File: src/design/mexp_pkg.sv
// Package for the modular exponentiation block: operand width, sequencer states,
// request/response structs of the shared modular multiplier and helper functions.
// No dependencies.
`default_nettype none
package mexp_pkg;

    // Operand width of the arithmetic (8..64) and width of the port fields
    localparam int WIDTH   = 32;
    localparam int FIELD_W = 32;
    localparam int CNT_W   = $clog2(WIDTH + 1);

    typedef logic [WIDTH-1:0]   t_word;
    typedef logic [FIELD_W-1:0] t_field;

    // Sequencer states
    typedef enum logic [2:0] {
        S_IDLE,
        S_REDUCE,
        S_STEP,
        S_MUL,
        S_SQR,
        S_DONE
    } t_state;

    // Request to the shared multiplier: product a*b mod m, b scanned MSB first
    typedef struct packed {
        logic  go;
        t_word a;
        t_word b;
    } t_mm_req;

    // Response of the shared multiplier
    typedef struct packed {
        logic  done;
        t_word prod;
    } t_mm_rsp;

    // (x + y) mod m for x, y < m
    function automatic t_word add_mod(input t_word x, input t_word y, input t_word m);
        logic [WIDTH:0] s;
        s = {1'b0, x} + {1'b0, y};
        if (s >= {1'b0, m}) begin
            s = s - {1'b0, m};
        end
        return s[WIDTH-1:0];
    endfunction

    // Port field to operand width: zero-extend or keep the low bits
    function automatic t_word field_to_word(input t_field v);
        logic [63:0] t;
        t = 64'(v);
        return t[WIDTH-1:0];
    endfunction

    // Operand width to port field
    function automatic t_field word_to_field(input t_word v);
        logic [63:0] t;
        t = 64'(v);
        return t[FIELD_W-1:0];
    endfunction

endpackage
`default_nettype wire

File: src/design/mexp_mulmod.sv
// Shared modular multiplier: shift-and-add, one multiplier bit per cycle.
// Depends on mexp_pkg.
`default_nettype none
module mexp_mulmod import mexp_pkg::*; (
    input  wire logic    i_clk,
    input  wire logic    i_rst_n,
    input  wire t_word   i_modulus,
    input  wire t_mm_req i_req,
    output t_mm_rsp      o_rsp
);

    logic              r_busy, n_busy;
    logic              r_done, n_done;
    logic [CNT_W-1:0]  r_cnt, n_cnt;
    t_word             r_acc, n_acc;
    t_word             r_a, n_a;
    t_word             r_b, n_b;
    t_word             dbl;

    // Double the accumulator, then add a when the current multiplier bit is set
    always_comb begin
        dbl    = add_mod(r_acc, r_acc, i_modulus);
        n_busy = r_busy;
        n_done = 1'b0;
        n_cnt  = r_cnt;
        n_acc  = r_acc;
        n_a    = r_a;
        n_b    = r_b;
        if (i_req.go) begin
            n_busy = 1'b1;
            n_cnt  = CNT_W'(WIDTH);
            n_acc  = '0;
            n_a    = i_req.a;
            n_b    = i_req.b;
        end else if (r_busy) begin
            n_acc = r_b[WIDTH-1] ? add_mod(dbl, r_a, i_modulus) : dbl;
            n_b   = {r_b[WIDTH-2:0], 1'b0};
            n_cnt = r_cnt - CNT_W'(1);
            if (r_cnt == CNT_W'(1)) begin
                n_busy = 1'b0;
                n_done = 1'b1;
            end
        end
    end

    // Control registers
    always_ff @(posedge i_clk) begin
        if (!i_rst_n) begin
            r_busy <= 1'b0;
            r_done <= 1'b0;
            r_cnt  <= '0;
        end else begin
            r_busy <= n_busy;
            r_done <= n_done;
            r_cnt  <= n_cnt;
        end
    end

    // Datapath registers
    always_ff @(posedge i_clk) begin
        r_acc <= n_acc;
        r_a   <= n_a;
        r_b   <= n_b;
    end

    assign o_rsp.done = r_done;
    assign o_rsp.prod = r_acc;

endmodule
`default_nettype wire

File: src/design/mexp_seq.sv
// Sequencer of the exponentiation: base reduction, then right-to-left square
// and multiply through the shared multiplier; exponent zero skips both. Depends on mexp_pkg.
`default_nettype none
module mexp_seq import mexp_pkg::*; (
    input  wire logic    i_clk,
    input  wire logic    i_rst_n,
    input  wire t_word   i_modulus,
    input  wire logic    i_start,
    input  wire t_word   i_base,
    input  wire t_word   i_exp,
    input  wire t_mm_rsp i_rsp,
    output t_mm_req      o_req,
    output logic         o_busy,
    output logic         o_done,
    output t_word        o_result
);

    t_state r_state, n_state;
    t_word  r_res, n_res;
    t_word  r_base, n_base;
    t_word  r_exp, n_exp;
    logic   accept;
    logic   exp_last;

    assign accept   = i_start && (r_state == S_IDLE);
    assign exp_last = (r_exp[WIDTH-1:1] == '0);

    // Next state
    always_comb begin
        n_state = r_state;
        case (r_state)
            S_IDLE: begin
                if (accept) begin
                    n_state = (i_exp == '0) ? S_DONE : S_REDUCE;
                end
            end
            S_REDUCE: begin
                if (i_rsp.done) n_state = S_STEP;
            end
            S_STEP: begin
                n_state = r_exp[0] ? S_MUL : S_SQR;
            end
            S_MUL: begin
                if (i_rsp.done) n_state = exp_last ? S_DONE : S_SQR;
            end
            S_SQR: begin
                if (i_rsp.done) n_state = S_STEP;
            end
            S_DONE: begin
                n_state = S_IDLE;
            end
            default: n_state = S_IDLE;
        endcase
    end

    // Multiplier requests and status outputs
    always_comb begin
        o_req.go = 1'b0;
        o_req.a  = r_base;
        o_req.b  = r_base;
        o_busy   = (r_state != S_IDLE);
        o_done   = (r_state == S_DONE);
        case (r_state)
            S_IDLE: begin
                // 1 * base scanned bitwise leaves base mod m
                o_req.go = accept && (i_exp != '0);
                o_req.a  = WIDTH'(1);
                o_req.b  = i_base;
            end
            S_STEP: begin
                o_req.go = 1'b1;
                o_req.a  = r_exp[0] ? r_res : r_base;
            end
            S_MUL: begin
                o_req.go = i_rsp.done && !exp_last;
            end
            default: begin
                o_req.go = 1'b0;
            end
        endcase
    end

    // Running result, base power and remaining exponent
    always_comb begin
        n_res  = r_res;
        n_base = r_base;
        n_exp  = r_exp;
        case (r_state)
            S_IDLE: begin
                if (accept) begin
                    n_exp = i_exp;
                    if (i_exp == '0 || i_modulus != WIDTH'(1)) begin
                        n_res = WIDTH'(1);
                    end else begin
                        n_res = '0;
                    end
                end
            end
            S_REDUCE: begin
                if (i_rsp.done) n_base = i_rsp.prod;
            end
            S_MUL: begin
                if (i_rsp.done) n_res = i_rsp.prod;
            end
            S_SQR: begin
                if (i_rsp.done) begin
                    n_base = i_rsp.prod;
                    n_exp  = {1'b0, r_exp[WIDTH-1:1]};
                end
            end
            default: begin
                n_res = r_res;
            end
        endcase
    end

    // State register
    always_ff @(posedge i_clk) begin
        if (!i_rst_n) begin
            r_state <= S_IDLE;
        end else begin
            r_state <= n_state;
        end
    end

    // Datapath registers
    always_ff @(posedge i_clk) begin
        r_res  <= n_res;
        r_base <= n_base;
        r_exp  <= n_exp;
    end

    assign o_result = r_res;

endmodule
`default_nettype wire

File: src/design/modular_exponentiation.sv
// Top level of the modular exponentiation block: modulus register, sequencer
// and shared modular multiplier. Depends on mexp_pkg, mexp_seq, mexp_mulmod.
// Exponent zero gives its result in the cycle after the accepting edge. Otherwise the base
// is reduced first, then each exponent bit but the top one costs a square and each set bit
// a multiply, all through the one shift-and-add multiplier that works one bit per cycle.
// Busy drops in the cycle after the strobe, and a new beat is taken only once busy is low.
// Synchronous active-low reset returns to idle with modulus 1; o_done can't stall.
`default_nettype none
module modular_exponentiation import mexp_pkg::*; (
    input  wire logic   i_clk,
    input  wire logic   i_rst_n,
    input  wire logic   i_cfg_we,
    input  wire t_field i_cfg_data,
    input  wire logic   start,
    input  wire t_field i_base_value,
    input  wire t_field i_exponent,
    output logic        busy,
    output logic        o_done,
    output t_field      o_power_result
);

    t_field  r_modulus;
    t_word   mod_w;
    t_word   mod_eff;
    t_mm_req req;
    t_mm_rsp rsp;
    t_word   result;

    // Hold the modulus register
    always_ff @(posedge i_clk) begin
        if (!i_rst_n) begin
            r_modulus <= FIELD_W'(1);
        end else if (i_cfg_we) begin
            r_modulus <= i_cfg_data;
        end
    end

    // Treat a modulus of zero as one
    assign mod_w   = field_to_word(r_modulus);
    assign mod_eff = (mod_w == '0) ? WIDTH'(1) : mod_w;

    mexp_seq u_seq (
        .i_clk    (i_clk),
        .i_rst_n  (i_rst_n),
        .i_modulus(mod_eff),
        .i_start  (start),
        .i_base   (field_to_word(i_base_value)),
        .i_exp    (field_to_word(i_exponent)),
        .i_rsp    (rsp),
        .o_req    (req),
        .o_busy   (busy),
        .o_done   (o_done),
        .o_result (result)
    );

    mexp_mulmod u_mulmod (
        .i_clk    (i_clk),
        .i_rst_n  (i_rst_n),
        .i_modulus(mod_eff),
        .i_req    (req),
        .o_rsp    (rsp)
    );

    assign o_power_result = word_to_field(result);

endmodule
`default_nettype wire

File: config.mk
export PLATFORM = sky130hd
export DESIGN_NAME = modular_exponentiation
export DESIGN_NICKNAME = d
export VERILOG_FILES = /design/src/design/mexp_pkg.sv /design/src/design/mexp_mulmod.sv /design/src/design/mexp_seq.sv /design/src/design/modular_exponentiation.sv
export SDC_FILE = /design/constraint.sdc
export NUM_CORES = 1
export LEC_CHECK = 0
export BUFFER_PORTS_ARGS = -buffer_cell sky130_fd_sc_hd__buf_2
export CORE_AREA = 5 5 158 190
export CTS_BUF_LIST = sky130_fd_sc_hd__clkbuf_2
export DETAILED_ROUTE_END_ITERATION = 7
export DIE_AREA = 0 0 163 195
export MAX_ROUTING_LAYER = met4
export PLACE_DENSITY_LB_ADDON = 0.12
export SYNTH_ARGS = -nofsm -noshare
export SYNTH_HDL_FRONTEND = slang
export SYNTH_SLANG_ARGS = --single-unit
File: constraint.sdc
create_clock -name i_clk -period 7.3 [get_ports i_clk]
set_input_delay 0.73 -clock i_clk [delete_from_list [all_inputs] [get_ports i_clk]]
set_output_delay 0.73 -clock i_clk [all_outputs]
set_load 0.02 [all_outputs]
---- Yosys cells after proc, flatten, opt, wreduce, memory -nomap -nowiden ----
Cells that the tools add are included.
storage, ports and cells
  flip-flop bits (word level) ............. 235
  bits of input ports ..................... 100
  logic and storage cells ................. 83
  output and inout bits ................... 34
operators by class
  equality and inequality tests ........... 11
  $add $sub $neg .......................... 5
  bitwise logic cells ..................... 2
  muxes and demuxes ....................... 30
  $lt $le $gt $ge ......................... 2
  reduce and logical (&&, ||, !) cells .... 21
operator list
  cell                                                 number
  two-way mux 32 bit                                   12
  case mux 32 bit (2 select lines)                     3
  adder 32 x 32 -> 33 bit                              2
  >= comparator 33 x 32 -> 1 bit                       2
  logical NOT 32 bit                                   2
  subtractor 32 bit                                    2
  != test 32 x 1 -> 1 bit, second input constant       1
  nonzero test 32 bit                                  1
  logical NOT 31 bit                                   1
  two-way mux 3 bit                                    5
  two-way mux 6 bit                                    2
  case mux 3 bit (4 select lines)                      1
  AND reduction 3 bit                                  3
  != test 2 x 1 -> 1 bit, second input constant        4
  equality test 3 x 2 -> 1 bit, second input constant  2
  equality test 3 bit, second input constant           2
  equality test 6 x 1 -> 1 bit, second input constant  1
  two-way mux 1 bit                                    6
  nonzero test 2 bit                                   3
  subtractor 6 x 1 -> 6 bit, second input constant     1
  OR reduction 2 bit                                   2
  equality test 3 x 1 -> 1 bit, second input constant  1
  logical AND 1 bit                                    3
  logical NOT 3 bit                                    1
  7 further kinds                                      8

---- Longest topological paths before layout ----
  depth after elaboration ................. 8
  depth in mapped cells ................... 38
  mapped depth without buffers ............ 35

---- By module ----
A second synthesis with hierarchy kept.
unflattened totals
  cells, all modules ...................... 1688
  area total of the unflattened synthesis .. 16288.1 um^2
modules (own cells, without submodules)
  module                  cells each  instances  area an instance (um^2)  seq. area each (um^2)
  mexp_mulmod             1153        1          9978.3                   2722.6
  mexp_seq                390         1          4897.2                   2942.8
  modular_exponentiation  145         1          1412.6                   640.6

---- Worst setup path before layout ----
Ideal clock, no wire load.
  path type ............................... register to register
  start ................................... register r_modulus[17] (netlist: mod_w[17])
  end ..................................... register u_mulmod.r_acc[18]
  clock period less this slack ............ 6.876 ns
  stages on the path, launching flop included .. 33
  buffers on the path ..................... 3
  library setup time ...................... 0.122 ns
  required time ........................... 7.178 ns
  setup slack ............................. 0.424 ns
  arrival ................................. 6.754 ns
  path through ............................ dfxtp_1 nor3_1 and4_1 a21oi_1 ha_1 nand2_1 nor4b_1 a41o_1 a221o_1 o2bb2ai_4 buf_6 mux2_2 ha_1 nor2b_1 o31a_1 o41a_4 a221o_1 a41oi_1 o21bai_1 xor2_1 ha_1 nand3_1 a21o_1 a311oi_4 nor4b_4 nor4_2 o31ai_4 o211ai_2 buf_6 buf_12 mux2i_1 nor2_1 a221o_1
on the way
  longest elaborated chain between the ends .. 8
  elaborated cells on any way between the ends .. 10
  those cells by class .................... 3 x add/sub; 2 x order compare; 4 x mux; 1 x reduce/logical
RTL lines
  what                                                                        line                            text
  start: declaration                                                          modular_exponentiation.sv:22    t_field r_modulus;
  start signal: assignment                                                    modular_exponentiation.sv:34    r_modulus <= i_cfg_data;
  logical NOT 32 bit                                                          modular_exponentiation.sv:40    assign mod_eff = (mod_w == '0) ? WIDTH'(1) : mod_w;
  two-way mux 32 bit *                                                        modular_exponentiation.sv:40
  subtractor 32 bit / >= comparator 33 x 32 -> 1 bit (equally long branches)  mexp_pkg.sv:43, mexp_pkg.sv:42
  two-way mux 32 bit                                                          mexp_pkg.sv:42                  if (s >= {1'b0, m}) begin
  adder 32 x 32 -> 33 bit                                                     mexp_pkg.sv:41                  s = {1'b0, x} + {1'b0, y};
  subtractor 32 bit / >= comparator 33 x 32 -> 1 bit (equally long branches)  mexp_pkg.sv:43, mexp_pkg.sv:42
  two-way mux 32 bit                                                          mexp_pkg.sv:42
  two-way mux 32 bit *                                                        mexp_mulmod.sv:36               n_acc = r_b[WIDTH-1] ? add_mod(dbl, r_a, i_modulus) : dbl;
  end signal: assignment                                                      mexp_mulmod.sv:61               r_acc <= n_acc;
  end: declaration                                                            mexp_mulmod.sv:15               t_word r_acc, n_acc;
Mark *: on every way between the ends. The rest lies on a longest branch, timed or not.
A chain may end at the register's enable or synchronous reset.

---- Worst setup path in the final report ----
  start ................................... register r_modulus[25] (netlist: mod_w[25])
  end ..................................... register u_mulmod.r_acc[4]
Same word-level chain as after synthesis.

==> impl_metrics.yaml <==
setup_path:
  cp_max_fo: 8
  r2r-end: "u_mulmod.r_acc[4]$_SDFFE_PP0P_"
  cp-end-kind: "register"
  crit_type: "register to register"
  cp-endpoint: "u_mulmod.r_acc[4]$_SDFFE_PP0P_"
  setup.worst_path.start: "mod_w[25]$_SDFFE_PN0P_"
  slowest_delay_ns: 0.46
  worstPathRequired_ns: 8.08
  worstPathArrival_ns: 8.09
  start_kind: "register"
  path_common_cell: "a21o_1"
  r2r_slack_ns: -0.009
  reg2reg_from: "mod_w[25]$_SDFFE_PN0P_"
  cp_slowest_cell: "o41a_4"
  ff2ff_path_depth: 33
synth:
  yosysWarnings: 0
  synthesis.area_um2: 15700
  synth_seq_area_share_pct: 40.3
  synth-seq-cells: 235
  ys.flop_type: "edfxtp_1"
  syn-num-nets: 1784
  avgSynthCellArea_um2: 9.89
  synth_edf_count: 160
  syn_inst: 1583
  yosysUniqueCellTypes: 84
  async_flop_share_pct: 0
final_layout:
  drive_gt1_share_pct: 34.5
  syn_to_final_growth_pct: 29.9
  nNetsFinal: 2256
floorplanning:
  die_x_um: 163
  rows: 67
  die_h_um: 195
  io-pin-count: 134
  initial_core_util_pct: 56.3
  dieArea_um2: 31800
  coreArea_um2: 27800
drt:
  vias_per_cell: 5.84
  dr.pass1.iters: 5
  wl_um: 51400
  dr.first_iter.drc_count: 1026
  drc: 0
  wire_per_inst_um: 20.7
  routed-via-count: 14500
  ant_nets: 0
grt:
  grt_max_degree: 64
  grt_pass1_wl_um: 76000
  antenna_found_initial: 1
  track_usage_pct: 31.4
  grt-ovfl-total: 0
  grt_pass1_vias: 14500
outcome:
  violations: "setup timing"
  status: "complete, but fails checks"
clocking:
  clk_latency_ns: 0.97
  cts_tree: "built"
  clk_pin_slew_ns: 0.11
  clock_sinks: 235
  cts_buffers: 59
  cts_buffer_depth: 3
  root_buffer: "clkbuf_2"
  htreeDepth: 2
placed_design:
  gp_congestion: 1.05
  numPortBuffers: 133
  hpwlAfterDp_um: 38900
timing:
  finalCriticalPeriod_ns: 7.31
  rsz0062_at_grt: "yes"
  period_share_pct: 100
  slew_headroom_pct: 32.2
  tightest_slew_ns: 1.02
  slew_viol_final: 0
  setup_slack_ns: -0.00912
  fmax_mhz: 137
  finalSetupViolCount: 1
  finClkSkew_ns: 0.0905
  holdWs_ns: 0.0842
  finalHoldViolCount: 0
run:
  drv_cap: 0
min_path:
  holdPathStages: 3
  hold_path.class: "primary input to register"
[final cells by class]
cell class	count	area, um2
Multi-Input combinational cell	1202	9380
Fill cell	2192	7490
Sequential cell	235	6310
Clock buffer	74	370
Timing Repair Buffer	478	3350
Clock inverter	33	141
Inverter	79	299
Tap cell	379	474
Antenna cell	4	10.0
[layout by cell type, fill, tap and decap left out, types with 17 or more instances in the layout]
| cell | n |
|---|---|
| a21o_1 | 45 |
| a21oi_1 | 78 |
| a22o_1 | 32 |
| and3_1 | 41 |
| buf_2 | 133 |
| buf_4 | 323 |
| clkbuf_2 | 74 |
| clkinv_1 | 28 |
| dfxtp_1 | 68 |
| edfxtp_1 | 160 |
| ha_1 | 87 |
| inv_1 | 72 |
| mux2_2 | 46 |
| mux2i_1 | 88 |
| nand2_1 | 106 |
| nand3_1 | 26 |
| nor2_1 | 87 |
| nor2b_1 | 42 |
| nor3_1 | 17 |
| nor4_1 | 22 |
| o21a_1 | 25 |
| o21ai_0 | 76 |
| o21ai_1 | 17 |
| xnor2_1 | 43 |
| xor2_1 | 29 |
[synth_stat cells, drive strengths merged, types with 11 or more instances]
cell type / instances / area [um2]
xor2: 29 / 254
clkbuf: 52 / 195
xnor2: 49 / 429
nor4: 28 / 181
edfxtp: 160 / 4800
o31ai: 12 / 104
and3: 43 / 269
mux2: 47 / 529
ha: 98 / 1230
nor2: 94 / 353
a22o: 32 / 280
dfxtp: 75 / 1500
o21a: 25 / 188
inv: 76 / 285
nand4: 14 / 87.6
a211oi: 18 / 140
buf: 15 / 104
o21bai: 13 / 97.6
a21oi: 96 / 503
nand3: 30 / 150
o211ai: 13 / 103
nand2: 107 / 402
and2: 11 / 68.8
mux2i: 89 / 891
nor2b: 45 / 289
o21ai: 98 / 490
a21o: 45 / 338
a31oi: 22 / 144
nor3: 21 / 105
[critical path, delay by kind of cell (launching register included)]
family	cells	cell delay [ns]
simple gates	5	0.69
fa+ha+maj	4	0.98
compound gates	17	4.00
xor+xnor	1	0.31
mux	1	0.20
buf+inv	5	0.60
flops	1	0.35
[worst min-delay path by stage]
stage	from	endpoint
5_1_grt	i_cfg_data[7]	mod_w[7]$_SDFFE_PN0P_
3_3_place_gp	u_mulmod.r_cnt[0]$_SDFFE_PP0P_	u_mulmod.r_cnt[0]$_SDFFE_PP0P_
2_1_floorplan	u_mulmod.r_acc[28]$_SDFFE_PP0P_	u_seq.r_base[28]$_DFFE_PP_
6_report	i_cfg_data[10]	mod_w[10]$_SDFFE_PN0P_
3_5_place_dp	u_mulmod.r_cnt[0]$_SDFFE_PP0P_	u_mulmod.r_cnt[0]$_SDFFE_PP0P_
4_1_cts	i_exponent[25]	u_seq.r_exp[25]$_DFFE_PP_
[kinds of logic (layout without fill, tap and decap cells)]
logic type               Yosys count  in the layout  synth area share [%]
other                              0              4                     0
flip-flops                       235            235                  40.3
XOR/XNOR                          78             78                  4.36
AO/OA/AOI/OAI                    449            449                  20.0
adder cells (fa/ha/maj)          101            101                  8.21
multiplexers                     136            136                  9.07
AND/OR/NAND/NOR                  438            438                  14.3
buffers and inverters            146            664                  3.80
[registers in the layout, summed over array words and instances (netlist names)]
name             cells
u_mulmod.r_acc      32
u_seq.r_base        32
u_mulmod.r_done      1
u_seq.r_exp         32
mod_w               32
u_mulmod.r_cnt       6
u_mulmod.r_a        32
u_mulmod.r_b        32
u_seq.r_state        3
u_seq.o_result      32
u_mulmod.r_busy      1
[through the flow]
step           TNS [ns]  cell area, um2  util [%]  setup slack [ns]  std cells
6_report       -0.00912           20300      73.1          -0.00912       2484
5_1_grt           -3.90           20300      73.1            -0.286       2484
4_1_cts        -0.00100           19700      70.7         -0.000797       2460
3_5_place_dp     -13.56           18800      67.7            -0.584       2333
3_3_place_gp      -9.00           18800      67.7            -0.464       2333
2_1_floorplan         0           15700         -             0.424       1583
[metal layers]
layer	share of wire, %	global-route usage, %	routed length (um)	vias to the layer above
met5	0	-	0	-
met4	6.7	19.1	3450	0
met3	4.8	4.18	2490	187
met2	51	54.0	26300	528
met1	37	34.4	19200	6846
li1	-	-	-	6956
[what timing repair did]
action,in CTS,in global routing
hold buffers,14,0
pin swaps,14,67
resized for setup,31,110
endpoints found under the hold margin,14,0
buffers inserted,6,20
endpoints found under the setup margin,32,32
gates cloned,0,1
Power is left out: the tool's default activity adds up to more than one toggle a clock period on the data nets, which glitch-free logic cannot reach.
